**src/hdl/tfd_pkg.sv**
```systemverilog
package tfd_pkg;

	localparam logic [7:0] CRC_POLY = 8'h07;
	localparam int WIDX_W = 4;

	typedef enum logic {
		CFG_WRITE_ADDR = 1'b0,
		CFG_COMMAND    = 1'b1
	} tfd_cfg_idx_t;

	typedef enum logic {
		KIND_WORD = 1'b0,
		KIND_PEC  = 1'b1
	} tfd_kind_t;

	typedef struct packed {
		logic [7:0] rx_byte;
		logic       frame_start;
	} tfd_in_t;

	typedef struct packed {
		tfd_kind_t          result_kind;
		logic [WIDX_W-1:0]  word_index;
		logic signed [15:0] word_value;
		logic               pec_ok;
		logic [7:0]         crc_value;
	} tfd_out_t;

	typedef struct packed {
		tfd_cfg_idx_t index;
		logic [7:0]   value;
	} tfd_cfg_t;

	typedef struct packed {
		logic [7:0] crc;
		logic       ready;
	} tfd_prefix_t;

	function automatic logic [7:0] crc8_fold(input logic [7:0] crc, input logic [7:0] b);
		logic [7:0] r;
		r = crc ^ b;
		for (int k = 0; k < 8; k++) begin
			r = r[7] ? ({r[6:0], 1'b0} ^ CRC_POLY) : {r[6:0], 1'b0};
		end
		return r;
	endfunction

endpackage

```
**src/hdl/tfd_chan_if.sv**
```systemverilog
interface tfd_chan_if #(parameter type T = logic) ();
	logic valid;
	logic ready;
	T     data;

	modport source (output valid, output data, input ready);
	modport sink (input valid, input data, output ready);
endinterface

```
**src/hdl/thermal_frame_deframer_pec_core.sv**
```systemverilog
// A request is registered in v_s1/data_s1 and its result, if any, in out_q.
// Throughput: one request per cycle while not stalled by the output; the
// single-pass CRC fold sets the cycle. Reset clears frame state; rx.ready
// stays low after reset and after each configuration write while the prefix
// CRC pipeline refills. Configuration writes are taken every cycle.
module thermal_frame_deframer_pec_core import tfd_pkg::*; #(
	parameter int DATA_BYTES = 18
) (
	input  logic       clk,
	input  logic       arst_n,
	tfd_chan_if.sink   cfg,
	tfd_chan_if.sink   rx,
	tfd_chan_if.source result
);

	localparam int POS_W = $clog2(DATA_BYTES + 1);

	tfd_prefix_t pfx;

	tfd_prefix u_prefix (
		.clk    (clk),
		.arst_n (arst_n),
		.cfg    (cfg),
		.prefix (pfx)
	);

	logic             v_s1;
	tfd_in_t          data_s1;
	logic [7:0]       crc_q, crc_n, crc_base;
	logic [POS_W-1:0] pos_q, pos_n, pos_base;
	logic [7:0]       hold_q, hold_n;
	logic             active_q, active_n, active;
	logic             has_res;
	tfd_out_t         res_d;
	logic             out_v_q;
	tfd_out_t         out_q;
	logic             out_free, adv, load, rx_acc;

	assign out_free  = !out_v_q || result.ready;
	assign adv       = v_s1 && (!has_res || out_free);
	assign load      = adv && has_res;
	assign rx.ready  = pfx.ready && (!v_s1 || adv);
	assign rx_acc    = rx.valid && rx.ready;

	always_comb begin
		crc_base = data_s1.frame_start ? pfx.crc : crc_q;
		pos_base = data_s1.frame_start ? '0 : pos_q;
		active   = data_s1.frame_start | active_q;
		has_res  = 1'b0;
		res_d    = '0;
		crc_n    = crc_q;
		pos_n    = pos_q;
		hold_n   = hold_q;
		active_n = active_q;
		if (active) begin
			active_n = 1'b1;
			crc_n    = crc_base;
			pos_n    = pos_base;
			if (pos_base < POS_W'(DATA_BYTES)) begin
				crc_n = crc8_fold(crc_base, data_s1.rx_byte);
				pos_n = pos_base + 1'b1;
				if (!pos_base[0]) begin
					hold_n = data_s1.rx_byte;
				end else begin
					has_res           = 1'b1;
					res_d.result_kind = KIND_WORD;
					res_d.word_index  = WIDX_W'(pos_base >> 1);
					res_d.word_value  = {data_s1.rx_byte, hold_q};
				end
			end else begin
				has_res           = 1'b1;
				res_d.result_kind = KIND_PEC;
				res_d.pec_ok      = (crc_base == data_s1.rx_byte);
				res_d.crc_value   = crc_base;
				active_n          = 1'b0;
			end
		end
	end

	always_ff @(posedge clk or negedge arst_n) begin
		if (!arst_n) begin
			v_s1     <= 1'b0;
			out_v_q  <= 1'b0;
			crc_q    <= '0;
			pos_q    <= '0;
			hold_q   <= '0;
			active_q <= 1'b0;
		end else begin
			if (rx_acc) begin
				v_s1 <= 1'b1;
			end else if (adv) begin
				v_s1 <= 1'b0;
			end
			if (load) begin
				out_v_q <= 1'b1;
			end else if (result.ready) begin
				out_v_q <= 1'b0;
			end
			if (adv) begin
				crc_q    <= crc_n;
				pos_q    <= pos_n;
				hold_q   <= hold_n;
				active_q <= active_n;
			end
		end
	end

	always_ff @(posedge clk) begin
		if (rx_acc) begin
			data_s1 <= rx.data;
		end
		if (load) begin
			out_q <= res_d;
		end
	end

	assign result.valid = out_v_q;
	assign result.data  = out_q;

	a_pos_bound: assert property (@(posedge clk) disable iff (!arst_n)
		pos_q <= POS_W'(DATA_BYTES))
		else $error("byte position beyond frame length");

	a_idle_silent: assert property (@(posedge clk) disable iff (!arst_n)
		v_s1 && !data_s1.frame_start && !active_q |-> !load)
		else $error("result produced outside a frame");

	a_pec_closes: assert property (@(posedge clk) disable iff (!arst_n)
		load && (res_d.result_kind == KIND_PEC) |=> !active_q)
		else $error("frame still open after check byte");

	a_no_overrun: assert property (@(posedge clk) disable iff (!arst_n)
		out_v_q && !result.ready |-> !load)
		else $error("result register overwritten while stalled");

endmodule

```
**src/hdl/tfd_prefix.sv**
```systemverilog
module tfd_prefix import tfd_pkg::*; (
	input  logic        clk,
	input  logic        arst_n,
	tfd_chan_if.sink    cfg,
	output tfd_prefix_t prefix
);

	localparam logic [1:0] SETTLE = 2'd3;

	logic [7:0] wr_addr_q;
	logic [7:0] cmd_q;
	logic [7:0] c1_q;
	logic [7:0] c2_q;
	logic [7:0] pre_q;
	logic [1:0] settle_q;
	logic       wr;

	assign cfg.ready = 1'b1;
	assign wr = cfg.valid & cfg.ready;

	always_ff @(posedge clk or negedge arst_n) begin
		if (!arst_n) begin
			wr_addr_q <= 8'h14;
			cmd_q     <= 8'h4C;
			settle_q  <= SETTLE;
		end else begin
			if (wr) begin
				unique case (cfg.data.index)
					CFG_WRITE_ADDR: wr_addr_q <= cfg.data.value;
					CFG_COMMAND:    cmd_q     <= cfg.data.value;
					default:        ;
				endcase
				settle_q <= SETTLE;
			end else if (settle_q != 2'd0) begin
				settle_q <= settle_q - 2'd1;
			end
		end
	end

	// prefix: write address, command, read address
	always_ff @(posedge clk) begin
		c1_q  <= crc8_fold(8'h00, wr_addr_q);
		c2_q  <= crc8_fold(c1_q, cmd_q);
		pre_q <= crc8_fold(c2_q, wr_addr_q + 8'd1);
	end

	assign prefix.crc   = pre_q;
	assign prefix.ready = (settle_q == 2'd0);

endmodule

```
**src/flat_wrapper.sv**
```systemverilog
// flat-port wrapper written by rule: the top's interface ports become plain ports
module thermal_frame_deframer_pec_core_flat import tfd_pkg::*;
#(
	parameter int DATA_BYTES = 18
)
  (clk, arst_n, cfg_valid, cfg_data, cfg_ready, rx_valid, rx_data, rx_ready, result_valid, result_data, result_ready);
  tfd_chan_if #(.T(tfd_cfg_t)) cfg_i ();
  tfd_chan_if #(.T(tfd_in_t)) rx_i ();
  tfd_chan_if #(.T(tfd_out_t)) result_i ();
  input  logic clk;
  input  logic arst_n;
  input wire logic [$bits(cfg_i.valid)-1:0] cfg_valid;
  input wire logic [$bits(cfg_i.data)-1:0] cfg_data;
  output wire logic [$bits(cfg_i.ready)-1:0] cfg_ready;
  input wire logic [$bits(rx_i.valid)-1:0] rx_valid;
  input wire logic [$bits(rx_i.data)-1:0] rx_data;
  output wire logic [$bits(rx_i.ready)-1:0] rx_ready;
  output wire logic [$bits(result_i.valid)-1:0] result_valid;
  output wire logic [$bits(result_i.data)-1:0] result_data;
  input wire logic [$bits(result_i.ready)-1:0] result_ready;
  assign cfg_i.valid = cfg_valid;
  assign cfg_i.data = cfg_data;
  assign cfg_ready = cfg_i.ready;
  assign rx_i.valid = rx_valid;
  assign rx_i.data = rx_data;
  assign rx_ready = rx_i.ready;
  assign result_valid = result_i.valid;
  assign result_data = result_i.data;
  assign result_i.ready = result_ready;
  thermal_frame_deframer_pec_core #(.DATA_BYTES(DATA_BYTES)) u_core (.clk(clk), .arst_n(arst_n), .cfg(cfg_i), .rx(rx_i), .result(result_i));
endmodule
```
**config.mk**
```make
export PLATFORM = sky130hd
export DESIGN_NAME = thermal_frame_deframer_pec_core_flat
export DESIGN_NICKNAME = d
export VERILOG_FILES = /design/src/hdl/tfd_pkg.sv /design/src/hdl/tfd_chan_if.sv /design/src/hdl/thermal_frame_deframer_pec_core.sv /design/src/hdl/tfd_prefix.sv /design/src/flat_wrapper.sv
export SDC_FILE = /design/constraint.sdc
export NUM_CORES = 1
export LEC_CHECK = 0
export ABC_AREA = 1
export BUFFER_PORTS_ARGS = -buffer_cell sky130_fd_sc_hd__buf_2
export CAP_MARGIN = 20
export CORE_ASPECT_RATIO = 1.1
export CORE_UTILIZATION = 59
export CTS_BUF_LIST = sky130_fd_sc_hd__clkbuf_8 sky130_fd_sc_hd__clkbuf_16
export CTS_CLUSTER_DIAMETER = 30
export DETAILED_ROUTE_END_ITERATION = 10
export PLACE_DENSITY = 0.9
export SKIP_CTS_REPAIR_TIMING = 1
export SKIP_LAST_GASP = 1
export SLEW_MARGIN = 0
export SYNTH_ARGS = -nofsm -noshare
export SYNTH_HDL_FRONTEND = slang
export SYNTH_HIERARCHICAL = 1
export SYNTH_SLANG_ARGS = --single-unit
```
**constraint.sdc**
```tcl
create_clock -name clk -period 3.1 [get_ports clk]
set_input_delay 0.465 -clock clk [delete_from_list [all_inputs] [get_ports clk]]
set_output_delay 0.465 -clock clk [all_outputs]
set_load 0.03 [all_outputs]
```
==> impl_metrics.env, run 1 <==
export IMPL_status="completed"
export IMPL_internal_power_mw=2.861
export IMPL_io_buffers=54
export IMPL_seqCellArea_mm2=0.002711
export IMPL_n_fill_cell=656
export IMPL_dieArea_mm2=0.009402
export IMPL_viasPerCell=5.307
export IMPL_antenna_found_initial=2
export IMPL_clock_latency_ns=0.38
export IMPL_fin_skew_ns=0.01507
export IMPL_placed_area_mm2=0.005657
export IMPL_p_leak_nw=2.865
export IMPL_met3_usage_pct=4.054
export IMPL_grt_max_degree=43
export IMPL_reg2reg_slack_ns=0.51
export IMPL_p_per_area_mw_per_mm2=806.1
export IMPL_syn_nets=636
export IMPL_diodes=0
export IMPL_p_switching_mw=1.885
export IMPL_track_usage_pct=25.22
export IMPL_wirelength_mm=10.85
export IMPL_netlist_area_mm2=0.005320
export IMPL_yosysSeqAreaShare_pct=50.96
export IMPL_setup_viol=0
export IMPL_crit_slowest_cell="edfxtp_1"
export IMPL_design_area_mm2=0.005888
export IMPL_drv_cap=0
export IMPL_initial_core_util_pct=61.98
export IMPL_gr_usage_met2_pct=47.29
export IMPL_cp_required_ns=2.63
export IMPL_layout_drive_gt1_share_pct=20.15
export IMPL_wl_per_cell_um=13.99
export IMPL_p_sw_share_pct=39.72
export IMPL_clock_sinks=105
export IMPL_crit_fanout=13
export IMPL_grt_pass1_vias=4007
export IMPL_cp_end_kind="output pin"
export IMPL_overflow=0
export IMPL_p_comb_share_pct=39.1
export IMPL_finalHoldViolations=0
export IMPL_slew_limit_headroom_pct=39.24
export IMPL_pin_count=56
export IMPL_h_tree_depth=3
export IMPL_start_kind="flop"
export IMPL_p_seq_share_pct=42.1
export IMPL_ys_types=42
export IMPL_finalSetupTns_ns=0
export IMPL_use_met1_pct=27.04
export IMPL_hold_class="primary input to asynchronous set/reset pin"
export IMPL_worst_pin_slew_ns=0.9081
export IMPL_syn_to_final_growth_pct=10.68
export IMPL_critPathMaxStageDelay_ns=0.45
export IMPL_fmax_ghz=0.3442
export IMPL_multi_input_area_mm2=0.002210
export IMPL_clkTransAtPathRegs_ns=0.10
export IMPL_die_h_um=101.6
export IMPL_crit_buf_inv=4
export IMPL_post_route_period_util_pct=93.72
export IMPL_cts_tree="built"
export IMPL_routabilityCongestion=0.9159
export IMPL_cts_root_buf="clkbuf_8"
export IMPL_cp_cell_sequence="inv_4 -> nand2_2 -> inv_2 -> nor3_4 -> nand3b_4 -> ha_1 -> nor2_2 -> nand2_2 -> o21ai_0 -> inv_1 -> buf_2"
export IMPL_drc=0
export IMPL_die_x_um=92.54
export IMPL_grt_pass1_wl_mm=18.06
export IMPL_final_net_count=694
export IMPL_vdd_drop_max_mv=0.5682
export IMPL_critPathKind="flop to output pin"
export IMPL_drv_slew=0
export IMPL_core_mm2=0.008583
export IMPL_cts_buffers=9
export IMPL_dr_pass1_iters=5
export IMPL_synth_seq_cells=105
export IMPL_critPathArrivalTime_ns=2.44
export IMPL_rows=35
export IMPL_first_iter_violations=242
export IMPL_syn_avg_cell_area_um2=8.837
export IMPL_postRouteAntennaNets=0
export IMPL_clk_path_buf_depth=2
export IMPL_grt_busiest_layer="met2"
export IMPL_rsz0062_at_grt="no"
export IMPL_synth_warnings=6
export IMPL_place_hpwl_mm=8.165
export IMPL_cp_common_cell="nand2_2"
export IMPL_synth_cells=602
export IMPL_whs_ns=0.02094
export IMPL_clkPwrFrac_pct=18.8
export IMPL_via_count=4118
export IMPL_min_period_ns=2.905
export IMPL_cp_top_family="simple AND/OR/NAND/NOR gates"
synthesized netlist by cell type (all sizes together):
master,instances,area (um^2)
o21ai,44,261.5
ha,11,137.6
dfxtp,24,480.5
edfxtp,39,1171
nand3b,5,50.05
a31oi,1,6.260
nor4,1,6.260
or2,3,18.77
a21oi,11,55.05
clkinv,2,8.750
buf,8,80.07
o221ai,1,8.760
conb,1,3.750
nor2,38,162.7
inv,80,302.8
nand2,197,799.5
nand3,44,232.7
xnor2,14,137.6
xor2,28,267.8
dfstp,7,183.9
nor3,4,47.54
a22oi,1,7.510
clkbuf,2,7.510
dfrtp,35,875.8
o22ai,1,6.260
metal layers:
layer / share of wire [%] / up-vias
li1: - / 2019
met5: 0.12 / -
met4: 4.2 / 2
met2: 53 / 166
met1: 36 / 1901
met3: 6.2 / 30
state kept, by name, indices dropped and copies added (netlist names):
register and cells:
u_core/active_q 1, u_core/crc_q 8, u_core/data_s1 9, u_core/hold_q 8, u_core/pos_q 5, u_core/result.data 30, u_core/result.valid 1, u_core/u_prefix/c1_q 8
u_core/u_prefix/c2_q 8, u_core/u_prefix/cmd_q 8, u_core/u_prefix/pre_q 8, u_core/u_prefix/settle_q 2, u_core/u_prefix/wr_addr_q 8, u_core/v_s1 1
cell families after synthesis:
kind of cell / synth area share [%]
xor+xnor: 7.620
simple gates: 24.76
compound gates: 6.491
buf+inv: 7.502
flops: 50.96
other cells: 0.07049
fa+ha+maj: 2.587
power by group through the flow:
stage	logic [mW]	registers, mW	clock network, mW
floorplan	1.47	1.98	0
global placement	1.72	2.00	0
detailed placement	1.82	2.03	0
CTS	1.84	2.00	0.899
global route	2.11	2.03	0.951
finish	1.86	2.00	0.892
path summary, 6_finish.rpt:
check	start	to	cells after the start
setup / recovery	u_core/data_s1[0]	rx_ready	11
hold / removal	arst_n	u_core/u_prefix/cmd_q[1]	1
setup reg to reg	u_core/data_s1[0]	u_core/data_s1[8]	10
hold reg to reg	u_core/hold_q[1]	u_core/hold_q[1]	2
max in group asynchronous	arst_n	u_core/crc_q[2]	2
min in group clk	rx_data[6]	u_core/data_s1[6]	1
per-stage QoR:
stage | setup WS, ns | util (%) | cells | total power, mW
after CTS | 0.1695 | 68.37 | 775 | 4.734
after floorplan | 0.7027 | - | 602 | 3.448
final | 0.1948 | 68.60 | 776 | 4.746
after global placement | 0.5712 | 65.90 | 759 | 3.723
after global routing | 0.02718 | 68.60 | 776 | 5.090
after detailed placement | 0.5251 | 65.90 | 759 | 3.847
area by class of cell:
type,instances,area share (%)
Clock buffer,9,2.104
Timing Repair Buffer,57,5.185
Clock inverter,7,1.487
Inverter,82,5.291
Tap cell,111,2.359
Multi-Input combinational cell,405,37.53
Sequential cell,105,46.05
worst register-to-register path, stage by stage (launching register included):
cell,delay [ns]
edfxtp_1,0.41
inv_4,0.10
nand2_2,0.09
inv_2,0.05
nor3_4,0.17
nand3b_4,0.24
ha_1,0.18
nor2_2,0.06
nand2_2,0.08
o21ai_0,0.12
nor2_1,0.71
placed cells by master, fill, tap and decap left out, drive strengths merged, types with 2 or more instances in the layout:
cell,instances
nor2,38
o21ai,44
dfxtp,24
xnor2,14
nand2,197
nand3,44
ha,11
buf,57
dfrtp,35
edfxtp,39
a21oi,11
inv,82
nand3b,5
clkinvlp,2
or2,3
nor3,4
dfstp,7
xor2,28
clkbuf,9
clkinv,4
Note: power is estimated with default switching activity, not from simulation.
==> run 2, diff against run 1 <==
--- a/config.mk
+++ b/config.mk
@@ -9,11 +9,11 @@
 export BUFFER_PORTS_ARGS = -buffer_cell sky130_fd_sc_hd__buf_2
 export CAP_MARGIN = 20
 export CORE_ASPECT_RATIO = 1.1
-export CORE_UTILIZATION = 59
+export CORE_UTILIZATION = 60
 export CTS_BUF_LIST = sky130_fd_sc_hd__clkbuf_8 sky130_fd_sc_hd__clkbuf_16
 export CTS_CLUSTER_DIAMETER = 30
 export DETAILED_ROUTE_END_ITERATION = 10
-export PLACE_DENSITY = 0.9
+export PLACE_DENSITY = 0.91
 export SKIP_CTS_REPAIR_TIMING = 1
 export SKIP_LAST_GASP = 1
 export SLEW_MARGIN = 0
==> constraint.sdc (replaced) <==
create_clock -name clk -period 3.4 [get_ports clk]
set_input_delay 0.51 -clock clk [delete_from_list [all_inputs] [get_ports clk]]
set_output_delay 0.51 -clock clk [all_outputs]
set_load 0.03 [all_outputs]
==> run 2 against run 1 <==
Against the previous run: first-iteration DRC count is 12% lower; critical path depth did not move; power shrank 9.9%; via count shrank 0.68%; clock power shrank 15%; sequential share of layout area grew 0.15 points; core utilization is 0.49 points higher; clock skew up 0.0028 ns; combinational power decreased by 9%; hold slack better by 0.064 ns; final area fell by 0.32%; critical endpoint unchanged; highest routed layer is now met4.
==> impl_metrics.env, run 2 (synthesized netlist as in run 1, its figures left out) <==
export IMPL_status="completed"
export IMPL_cts_root_buf="clkbuf_8"
export IMPL_clock_sinks=105
export IMPL_cp_end_kind="output pin"
export IMPL_initial_core_util_pct=62.62
export IMPL_finalSetupTns_ns=0
export IMPL_grt_pass1_vias=4010
export IMPL_via_count=4090
export IMPL_p_seq_share_pct=42.7
export IMPL_viasPerCell=5.271
export IMPL_drv_slew=0
export IMPL_grt_max_degree=43
export IMPL_wl_per_cell_um=14.03
export IMPL_layout_drive_gt1_share_pct=20.15
export IMPL_start_kind="flop"
export IMPL_finalHoldViolations=0
export IMPL_critPathMaxStageDelay_ns=0.44
export IMPL_io_buffers=54
export IMPL_dr_pass1_iters=7
export IMPL_cp_startpoint="u_core/data_s1[0]"
export IMPL_cp_common_cell="nand2_2"
export IMPL_syn_to_final_growth_pct=10.32
export IMPL_crit_slowest_cell="edfxtp_1"
export IMPL_worst_r2r_startpoint="u_core/data_s1[0]"
export IMPL_fin_skew_ns=0.01787
export IMPL_clk_path_buf_depth=2
export IMPL_drc=0
export IMPL_rows=35
export IMPL_final_net_count=694
export IMPL_worst_pin_slew_ns=0.7915
export IMPL_n_fill_cell=677
export IMPL_diodes=0
export IMPL_p_per_area_mw_per_mm2=728.9
export IMPL_drv_cap=0
export IMPL_clock_latency_ns=0.38
export IMPL_critPathArrivalTime_ns=2.50
export IMPL_p_leak_nw=2.866
export IMPL_cp_required_ns=2.89
export IMPL_slew_limit_headroom_pct=47.04
export IMPL_cp_cell_sequence="inv_4 -> nand2_2 -> inv_2 -> nor3_4 -> nand3b_4 -> ha_1 -> nor2_2 -> nand2_2 -> o21ai_0 -> inv_1 -> buf_2"
export IMPL_pin_count=56
export IMPL_crit_fanout=13
export IMPL_routabilityCongestion=0.8791
export IMPL_first_iter_violations=213
export IMPL_cts_buffers=9
export IMPL_track_usage_pct=25.17
export IMPL_post_route_period_util_pct=88.41
export IMPL_overflow=0
export IMPL_fmax_ghz=0.3327
export IMPL_clkPwrFrac_pct=17.7
export IMPL_place_hpwl_mm=8.237
export IMPL_cts_tree="built"
export IMPL_mostFrequentLayoutCell="nand2_1"
export IMPL_fin_util_pct=69.09
export IMPL_critPathKind="flop to output pin"
export IMPL_grt_pass1_wl_mm=17.89
export IMPL_vdd_drop_max_mv=0.4393
export IMPL_core_mm2=0.008496
export IMPL_setup_viol=0
export IMPL_rsz0062_at_grt="no"
export IMPL_antenna_found_initial=0
export IMPL_clkTransAtPathRegs_ns=0.11
export IMPL_p_sw_share_pct=40.52
export IMPL_wirelength_mm=10.89
export IMPL_p_comb_share_pct=39.6
export IMPL_largest_register_ffs=30
export IMPL_die_h_um=100.8
export IMPL_hold_class="primary input to asynchronous set/reset pin"
export IMPL_internal_power_mw=2.545
export IMPL_final_cell_mix="nand2_1, inv_1, buf_2, nand3_1, edfxtp_1"
export IMPL_die_x_um=91.78
export IMPL_min_period_ns=3.006
export IMPL_dieArea_mm2=0.009248
export IMPL_h_tree_depth=3
export IMPL_postRouteAntennaNets=0
export IMPL_p_switching_mw=1.734
==> run 2: routing by layer <==
layer  up-vias  part of all wire, %  track usage [%]
met1      1908                   39            26.97
met4         0                  2.4            10.70
met3        27                  4.2            3.469
li1       2022                    -                -
met2       133                   54            49.33
met5         -                    0                0
==> run 2: final timing paths <==
path                                                  to  slack, ns  depth (start not counted)
min in group clk                       u_core/data_s1[4]       0.30                          1
worst min-delay path                    u_core/hold_q[3]       0.09                          1
worst min register to register          u_core/hold_q[5]       0.49                          2
worst max register to register         u_core/data_s1[6]       0.83                         10
max in group asynchronous       u_core/u_prefix/cmd_q[3]       2.75                          2
worst max-delay path                            rx_ready       0.39                         11
==> run 2: layout make-up <==
type | count | area (um^2) | share of cell area, %
repair buffers | 57 | 305.3 | 5.201
clock inverters | 7 | 68.82 | 1.172
multi-input cells | 405 | 2210 | 37.65
inverters | 82 | 311.5 | 5.308
flip-flops and latches | 105 | 2711 | 46.19
well taps | 111 | 138.9 | 2.366
clock buffers | 9 | 123.9 | 2.110
==> run 2: per-stage QoR <==
step                cells  power [mW]  hold slack (ns)  instance area (um^2)  setup WS [ns]
floorplan             602       3.144           0.2144                  5320          1.003
global placement      759       3.398           0.4654                  5657         0.9097
detailed placement    759       3.509           0.4711                  5657         0.8271
CTS                   775       4.272           0.2949                  5849         0.3922
global route          776       4.572           0.1000                  5869         0.2152
finish                776       4.278          0.08523                  5869         0.3942
==> run 2: power groups by stage <==
stage / registers (mW) / clock network (mW) / logic [mW]
2_1_floorplan: 1.81 / 0 / 1.34
3_3_place_gp: 1.83 / 0 / 1.57
3_5_place_dp: 1.85 / 0 / 1.66
4_1_cts: 1.83 / 0.768 / 1.68
5_1_grt: 1.86 / 0.819 / 1.90
6_report: 1.83 / 0.757 / 1.70
==> run 2: worst max-delay path: cells and delay by family (launching register included) <==
kind,cells,cell delay [ns]
AO/OA/AOI/OAI,1,0.31
adder cells (fa/ha/maj),1,0.26
buffers and inverters,4,0.50
flip-flops,1,0.44
AND/OR/NAND/NOR,5,0.60
